$ cat config.mk
export PLATFORM = sky130hd
export DESIGN_NAME = ble_adv_service_and_name_scan
export DESIGN_NICKNAME = d
export VERILOG_FILES = /design/src/sv/bleadv_pkg.sv /design/src/sv/ble_adv_service_and_name_scan.sv /design/src/sv/bleadv_store.sv /design/src/sv/bleadv_parse.sv /design/src/sv/bleadv_emit.sv
export SDC_FILE = /design/constraint.sdc
export NUM_CORES = 1
export LEC_CHECK = 0
export ABC_AREA = 1
export BUFFER_PORTS_ARGS = -buffer_cell sky130_fd_sc_hd__buf_2
export CAP_MARGIN = 25
export CORE_ASPECT_RATIO = 1.5
export CORE_MARGIN = 2
export CORE_UTILIZATION = 62
export CTS_CLUSTER_DIAMETER = 40
export DETAILED_ROUTE_END_ITERATION = 8
export HOLD_SLACK_MARGIN = 0.02
export PLACE_DENSITY = 0.81
export SLEW_MARGIN = 20
export SYNTH_ARGS = -nofsm -noshare
export SYNTH_HDL_FRONTEND = slang
export SYNTH_SLANG_ARGS = --single-unit
$ cat constraint.sdc
create_clock -name clk -period 4.8 [get_ports clk]
set_input_delay 0.24 -clock clk [delete_from_list [all_inputs] [get_ports clk]]
set_output_delay 0.24 -clock clk [all_outputs]
set_load 0.01 [all_outputs]
$ cat src/sv/bleadv_pkg.sv
`default_nettype none
package bleadv_pkg;

  // Name capacity as configured, and the depth of one name buffer.
  localparam int NAME_CAP   = 31;
  localparam int NAME_DEPTH = 31;
  localparam int NAME_LIMIT = (NAME_CAP < NAME_DEPTH) ? NAME_CAP : NAME_DEPTH;

  // Bytes at this position and beyond are ignored.
  localparam int MAX_AD_LEN = 31;

  // Field types and the register reset value.
  localparam logic [7:0]  AD_TYPE_UUID16_PART  = 8'h02;
  localparam logic [7:0]  AD_TYPE_UUID16_FULL  = 8'h03;
  localparam logic [7:0]  AD_TYPE_NAME_SHORT   = 8'h08;
  localparam logic [7:0]  AD_TYPE_NAME_FULL    = 8'h09;
  localparam logic [15:0] TARGET_UUID_RESET    = 16'h180D;

  // One name byte written into a buffer bank.
  typedef struct packed {
    logic       en;
    logic       bank;
    logic [4:0] addr;
    logic [7:0] data;
  } name_wr_t;

  // Summary of a finished payload, handed to the result side.
  typedef struct packed {
    logic       valid;
    logic       bank;
    logic [4:0] count;
    logic       service;
  } scan_done_t;

endpackage
`default_nettype wire

$ cat src/sv/ble_adv_service_and_name_scan.sv
`default_nettype none
// Channel   Handshake               Payload
// input     in_valid / in_ready     ad_byte, has_byte, end_of_data
// output    out_valid / out_ready   name_byte, name_index, name_length, has_service, last
// config    target_service_uuid_we  target_service_uuid
//
// One input item is taken per cycle; the field walk finishes in the cycle of its transfer.
// After the end-of-data transfer the name buffer is read once before the first result
// is offered; the rest follow one per cycle while out_ready is high, up to 31,
// read from a name buffer bank while the next payload fills the other.
// The input stalls only on an end-of-data item while an earlier burst is still pending.
// Reset is synchronous and restores the register to 0x180D.
module ble_adv_service_and_name_scan (
  input  wire logic        clk,
  input  wire logic        rst,
  input  wire logic        target_service_uuid_we,
  input  wire logic [15:0] target_service_uuid,
  input  wire logic        in_valid,
  output logic             in_ready,
  input  wire logic [7:0]  ad_byte,
  input  wire logic        has_byte,
  input  wire logic        end_of_data,
  output logic             out_valid,
  input  wire logic        out_ready,
  output logic [7:0]       name_byte,
  output logic [4:0]       name_index,
  output logic [4:0]       name_length,
  output logic             has_service,
  output logic             last
);

  bleadv_pkg::name_wr_t   wr;
  bleadv_pkg::scan_done_t done;
  logic                   can_start;
  logic                   rd_bank;
  logic [4:0]             rd_addr;
  logic [7:0]             rd_data;
  logic                   take;

  // Input transfer.
  assign in_ready = !end_of_data || can_start;
  assign take     = in_valid && in_ready;

  bleadv_parse u_parse (
    .clk                    (clk),
    .rst                    (rst),
    .target_service_uuid_we (target_service_uuid_we),
    .target_service_uuid    (target_service_uuid),
    .take                   (take),
    .ad_byte                (ad_byte),
    .has_byte               (has_byte),
    .end_of_data            (end_of_data),
    .wr                     (wr),
    .done                   (done)
  );

  bleadv_store u_store (
    .clk     (clk),
    .wr      (wr),
    .rd_bank (rd_bank),
    .rd_addr (rd_addr),
    .rd_data (rd_data)
  );

  bleadv_emit u_emit (
    .clk         (clk),
    .rst         (rst),
    .done        (done),
    .can_start   (can_start),
    .rd_bank     (rd_bank),
    .rd_addr     (rd_addr),
    .rd_data     (rd_data),
    .out_valid   (out_valid),
    .out_ready   (out_ready),
    .name_byte   (name_byte),
    .name_index  (name_index),
    .name_length (name_length),
    .has_service (has_service),
    .last        (last)
  );

endmodule
`default_nettype wire

$ cat src/sv/bleadv_store.sv
`default_nettype none
module bleadv_store (
  input  wire logic                  clk,
  input  wire bleadv_pkg::name_wr_t  wr,
  input  wire logic                  rd_bank,
  input  wire logic [4:0]            rd_addr,
  output logic [7:0]                 rd_data
);

  // Two banks: one fills while the other is being read out.
  logic [7:0] mem [2][bleadv_pkg::NAME_DEPTH];

  always_ff @(posedge clk) begin
    if (wr.en) begin
      mem[wr.bank][wr.addr] <= wr.data;
    end
  end

  // Registered read port.
  always_ff @(posedge clk) begin
    rd_data <= mem[rd_bank][rd_addr];
  end

endmodule
`default_nettype wire

$ cat src/sv/bleadv_parse.sv
`default_nettype none
module bleadv_parse (
  input  wire logic                    clk,
  input  wire logic                    rst,
  input  wire logic                    target_service_uuid_we,
  input  wire logic [15:0]             target_service_uuid,
  input  wire logic                    take,
  input  wire logic [7:0]              ad_byte,
  input  wire logic                    has_byte,
  input  wire logic                    end_of_data,
  output bleadv_pkg::name_wr_t         wr,
  output bleadv_pkg::scan_done_t       done
);

  logic [15:0] target;
  logic [7:0]  byte_position, byte_position_next;
  logic [7:0]  field_start, field_start_next;
  logic [7:0]  field_length, field_length_next;
  logic [7:0]  field_kind, field_kind_next;
  logic [7:0]  uuid_low_byte, uuid_low_byte_next;
  logic        walk_stopped, walk_stopped_next;
  logic        seen, seen_next;
  logic        service_found, service_found_next;
  logic        name_taken, name_taken_next;
  logic [4:0]  name_count, name_count_next;
  logic        bank;

  logic        active;
  logic [7:0]  off;
  logic [7:0]  name_idx;
  logic [7:0]  len_m1;
  logic        is_list;
  logic        is_name;

  // Register written from the configuration port.
  always_ff @(posedge clk) begin
    if (rst) begin
      target <= bleadv_pkg::TARGET_UUID_RESET;
    end else if (target_service_uuid_we) begin
      target <= target_service_uuid;
    end
  end

  // Walk of the length-type-value fields for one byte.
  always_comb begin
    byte_position_next = byte_position;
    field_start_next   = field_start;
    field_length_next  = field_length;
    field_kind_next    = field_kind;
    uuid_low_byte_next = uuid_low_byte;
    walk_stopped_next  = walk_stopped;
    seen_next          = seen;
    service_found_next = service_found;
    name_taken_next    = name_taken;
    name_count_next    = name_count;
    wr                 = '0;
    wr.bank            = bank;
    wr.data            = ad_byte;

    active   = has_byte && !walk_stopped
               && (byte_position < 8'(bleadv_pkg::MAX_AD_LEN));
    off      = byte_position - field_start;
    name_idx = off - 8'd2;
    len_m1   = field_length - 8'd1;
    wr.addr  = name_idx[4:0];
    is_list  = 1'b0;
    is_name  = 1'b0;

    if (active) begin
      byte_position_next = byte_position + 8'd1;
      if (off == 8'd0) begin
        // Length byte: zero ends the walk.
        if (ad_byte == 8'd0) begin
          walk_stopped_next = 1'b1;
        end else begin
          field_length_next = ad_byte;
          seen_next         = 1'b0;
        end
      end else begin
        if (off == 8'd1) begin
          field_kind_next = ad_byte;
        end
        is_list = (field_kind_next == bleadv_pkg::AD_TYPE_UUID16_PART)
                  || (field_kind_next == bleadv_pkg::AD_TYPE_UUID16_FULL);
        is_name = (field_kind_next == bleadv_pkg::AD_TYPE_NAME_SHORT)
                  || (field_kind_next == bleadv_pkg::AD_TYPE_NAME_FULL);

        // Value bytes: UUID pairs and name bytes.
        if (off >= 8'd2) begin
          if (is_list) begin
            if (!off[0]) begin
              uuid_low_byte_next = ad_byte;
            end else if ({ad_byte, uuid_low_byte} == target) begin
              seen_next = 1'b1;
            end
          end
          if (is_name && !name_taken && (name_idx < 8'(bleadv_pkg::NAME_LIMIT))) begin
            wr.en = 1'b1;
          end
        end

        // Last byte of the field: commit what it held.
        if (off == field_length) begin
          if (is_list && seen_next) begin
            service_found_next = 1'b1;
          end
          if (is_name && !name_taken && (field_length >= 8'd2)) begin
            name_taken_next = 1'b1;
            if (len_m1 < 8'(bleadv_pkg::NAME_LIMIT)) begin
              name_count_next = len_m1[4:0];
            end else begin
              name_count_next = 5'(bleadv_pkg::NAME_LIMIT);
            end
          end
          field_start_next = byte_position + 8'd1;
        end
      end
    end

    wr.en        = wr.en && take;
    done.valid   = take && end_of_data;
    done.bank    = bank;
    done.count   = name_count_next;
    done.service = service_found_next;
  end

  // Per-payload state; cleared after the end of a payload.
  always_ff @(posedge clk) begin
    if (rst || done.valid) begin
      byte_position <= '0;
      field_start   <= '0;
      field_length  <= '0;
      field_kind    <= '0;
      uuid_low_byte <= '0;
      walk_stopped  <= 1'b0;
      seen          <= 1'b0;
      service_found <= 1'b0;
      name_taken    <= 1'b0;
      name_count    <= '0;
    end else if (take) begin
      byte_position <= byte_position_next;
      field_start   <= field_start_next;
      field_length  <= field_length_next;
      field_kind    <= field_kind_next;
      uuid_low_byte <= uuid_low_byte_next;
      walk_stopped  <= walk_stopped_next;
      seen          <= seen_next;
      service_found <= service_found_next;
      name_taken    <= name_taken_next;
      name_count    <= name_count_next;
    end
  end

  // The next payload fills the other bank.
  always_ff @(posedge clk) begin
    if (rst) begin
      bank <= 1'b0;
    end else if (done.valid) begin
      bank <= ~bank;
    end
  end

endmodule
`default_nettype wire

$ cat src/sv/bleadv_emit.sv
`default_nettype none
module bleadv_emit (
  input  wire logic                    clk,
  input  wire logic                    rst,
  input  wire bleadv_pkg::scan_done_t  done,
  output logic                         can_start,
  output logic                         rd_bank,
  output logic [4:0]                   rd_addr,
  input  wire logic [7:0]              rd_data,
  output logic                         out_valid,
  input  wire logic                    out_ready,
  output logic [7:0]                   name_byte,
  output logic [4:0]                   name_index,
  output logic [4:0]                   name_length,
  output logic                         has_service,
  output logic                         last
);

  logic       busy;
  logic       primed;
  logic [4:0] idx;
  logic [4:0] cnt;
  logic       svc;
  logic       bank;
  logic       step;
  logic       finish;

  // Result fields follow the burst registers; the name byte was read in the cycle before.
  assign last        = (cnt == 5'd0) || (idx == cnt - 5'd1);
  assign out_valid   = busy && primed;
  assign name_byte   = (cnt == 5'd0) ? 8'd0 : rd_data;
  assign name_index  = idx;
  assign name_length = cnt;
  assign has_service = svc;

  // Transfers that move to the next byte or end the burst.
  assign step   = out_valid && out_ready && !last;
  assign finish = out_valid && out_ready && last;

  // The buffer is read ahead: the next index while the current result transfers.
  assign rd_bank = bank;
  assign rd_addr = step ? (idx + 5'd1) : idx;

  // A new burst may load once the current one transfers its last result.
  assign can_start = !busy || finish;

  always_ff @(posedge clk) begin
    if (rst) begin
      busy <= 1'b0;
    end else if (done.valid) begin
      busy <= 1'b1;
    end else if (finish) begin
      busy <= 1'b0;
    end
  end

  // The first byte of a burst is read from the buffer before it is offered.
  always_ff @(posedge clk) begin
    if (rst || done.valid) begin
      primed <= 1'b0;
    end else begin
      primed <= busy;
    end
  end

  always_ff @(posedge clk) begin
    if (done.valid) begin
      idx  <= '0;
      cnt  <= done.count;
      svc  <= done.service;
      bank <= done.bank;
    end else if (step) begin
      idx <= idx + 5'd1;
    end
  end

endmodule
`default_nettype wire

==> flow_summary.ini <==
[run_status]
outcome = completed

[timing]
tns_ps = 0
rsz0062_at_grt = false
slew_violations = 0
finalClockSkew_ps = 21.1
tightestPinTransition_ps = 918
period_needed_ps = 4330
fmax_ghz = 0.231
min_period_over_period_pct = 90.2
setup_viol = 0
hold_viol_final = 0
slew_headroom_pct = 38.8

[setup_path]
cp-start-kind = register
critPathArrivalTime_ps = 4540
crit_required_ps = 5020
cp-end-kind = register
critPathKind = register to register
path_max_fanout = 20

[floorplanning]
start_util_pct = 63.0
fp.dieH_um = 252
core_um2 = 40400
die-area_um2 = 42700
io_pins = 53
fp.dieW_um = 169
fp-row-count = 90

[synth]
synth_top_cells_by_count = edfxtp_1, nand3_1, nand2_1
yosys.area.top_type = edfxtp_1
synth_area_per_cell_um2 = 11.8
async_reset_ff_share_pct = 0
syn-cell-area_um2 = 25500
synth_fp_nets = 2203
ys_warn_count = 0
yosys_register_bits = 584
synth.most_common_cell = edfxtp_1
synth_edf_count = 503
synth.top_cell.area_share_pct = 59.3
ys_top_cells_by_area = edfxtp_1, mux2i_1, nand3_1, dfxtp_1, nand2_1
synth_flop_cell = edfxtp_1
synth_cell_types = 43
ys_seq_area_share_pct = 65.7
netlist_instances = 2156

[cells_and_area]
fillers = 2603
syn2layout_area_growth_pct = 12.2
nets = 2297
final_util_pct = 70.7
fin_cells = 2799
fin_area_um2 = 28600
drive_gt1_share_pct = 11.8
final-seq-area_um2 = 16700
n_antenna_cell = 0
multiInputGateArea_um2 = 7860

[grt]
grt_max_degree = 68
grt_pass1_vias = 17600
grt_usage_pct = 31.0
antenna_found_initial = 1
grt_pass1_wl_um = 99300
gr-total-overflow = 0

[detailed_routing]
via_per_inst = 6.28
wl_per_cell_um = 23.5
drtAntennaViolNets = 0
drc = 0
dr.pass1.iters = 8
first_iter_violations = 1851
finalWirelength_um = 65700
dr_total_vias = 17600

[placement]
port-buffer-count = 52
place_area_um2 = 26600
routabilityCongestion = 0.926
dp_cells = 2683
dpl.hpwl_um = 40900

[clock_network]
htreeDepth = 2
cts_max_path_buffers = 3
clkTransAtPathRegs_ps = 60
cts_tree = done
clock_latency_ps = 590
cts_resized = 0
root_buffer = clkbuf_16
numCtsBuffers = 53
cts_sinks = 584

[pwr]
leakage_nw = 11.1
switching_share_pct = 30.5
seqPwrFrac_pct = 44.7
p_int_w = 0.00880
p_sw_w = 0.00386
p_comb_share_pct = 21.3
ir_drop_mv = 0.473
power_density_nw_per_um2 = 443
p_clk_share_pct = 34.0

[run]
maxCapViolations = 0

[hold_path]
holdCritPathClass = primary input to register
[power groups by stage]
stage,combinational (W),sequential [W],clock [W]
floorplan,0.00173,0.00573,0
global placement,0.00259,0.00577,0
detailed placement,0.00263,0.00577,0
CTS,0.00266,0.00566,0.00432
global route,0.00288,0.00567,0.00450
finish,0.00270,0.00566,0.00430
[final timing paths]
path                                               from                                   to  slack, ps  cells after the start
hold reg to reg     u_parse.field_start[7]$_SDFFE_PP0P_  u_parse.field_start[7]$_SDFFE_PP0P_        450                      2
setup reg to reg  u_parse.byte_position[0]$_SDFFE_PP0P_        u_store.mem[1][209]$_DFFE_PP_        470                     19
setup / recovery  u_parse.byte_position[0]$_SDFFE_PP0P_        u_store.mem[1][209]$_DFFE_PP_        470                     19
hold / removal                   target_service_uuid_we       u_parse.target[2]$_SDFFE_PP1P_         60                      3
[area by class of cell]
type | count | share of cell area (%)
well taps | 506 | 2.22
flip-flops and latches | 584 | 58.6
inverters | 109 | 1.43
clock buffers | 76 | 5.27
clock inverters | 22 | 0.959
multi-input cells | 1346 | 27.5
repair buffers | 156 | 4.05
[cells in the final DEF (no fill, tap or decap), types with 39 or more instances in the layout]
master     Yosys  layout
edfxtp_1     503     503
nand4_1       39      39
nand2_1      322     319
nand3_1      399     399
mux2i_1      232     232
dfxtp_1       81      80
nor2_1       166     166
buf_2         19      52
buf_4          2      81
inv_1        104     103
clkbuf_16      0      55
[sequential cells by signal (all words and copies together), names as in the netlist, named ones only]
register and flops:
u_parse.service_found 1, u_emit.busy 1, u_parse.name_taken 1, u_parse.uuid_low_byte 8
u_emit.has_service 1, u_parse.seen 1, u_emit.name_index 5, u_parse.field_kind 7
u_parse.byte_position 8, u_emit.primed 1, u_parse.field_start 8, u_parse.bank 1
u_parse.walk_stopped 1, u_parse.target 16, u_emit.name_length 5, u_emit.rd_bank 1
u_store.rd_data 8, u_store.mem 496, u_parse.field_length 8, u_parse.name_count 5
[metrics by stage]
stage	setup slack, ps	hold WS (ps)	total power [W]
6_report	471	62.6	0.0127
3_5_place_dp	555	442	0.00840
4_1_cts	538	27.0	0.0126
5_1_grt	109	60.9	0.0130
2_1_floorplan	1180	309	0.00746
3_3_place_gp	676	437	0.00836
[metal layers]
metal / GRT usage [%] / vias to the layer above / part of all wire (%)
met1: 35.9 / 8387 / 34
met5: 0 / - / 0
met2: 54.4 / 1073 / 51
li1: - / 7873 / -
met3: 4.18 / 242 / 8.3
met4: 19.1 / 0 / 6.7
[worst max-delay path, cell delays in order, from the launching register on]
cell and delay [ps]:
dfxtp_1 340, inv_1 110, ha_1 150, inv_1 50, fa_1 450, xnor2_1 340, inv_2 80, nor2_4 120
nand2_2 90, nor2_8 200, nand2_4 140, nand2_1 90, nand2_1 60, nor2_1 110, nand2_1 140, nor2_4 220
inv_2 90, nor2_8 380, nand4_1 210, nor2_1 570
[kinds of logic (layout without fill, tap and decap cells)]
family,after synthesis,count (layout),share of synthesized area [%]
AOI/OAI and AO/OA,86,86,1.80
and+or+nand+nor,965,965,17.2
xor gates and xnor gates,31,31,1.10
adders and majority gates,16,16,0.816
DFF,584,584,65.7
muxes,248,248,9.83
buffers and inverters,226,363,3.54
[repair_timing]
| action | CTS | global route |
|---|---|---|
| hold buffers | 18 | 0 |
| endpoints found under the hold margin | 19 | 0 |
| endpoints found under the setup margin | 0 | 0 |
| setup buffers | 0 | 0 |
Note: power is estimated with default switching activity, not from simulation.
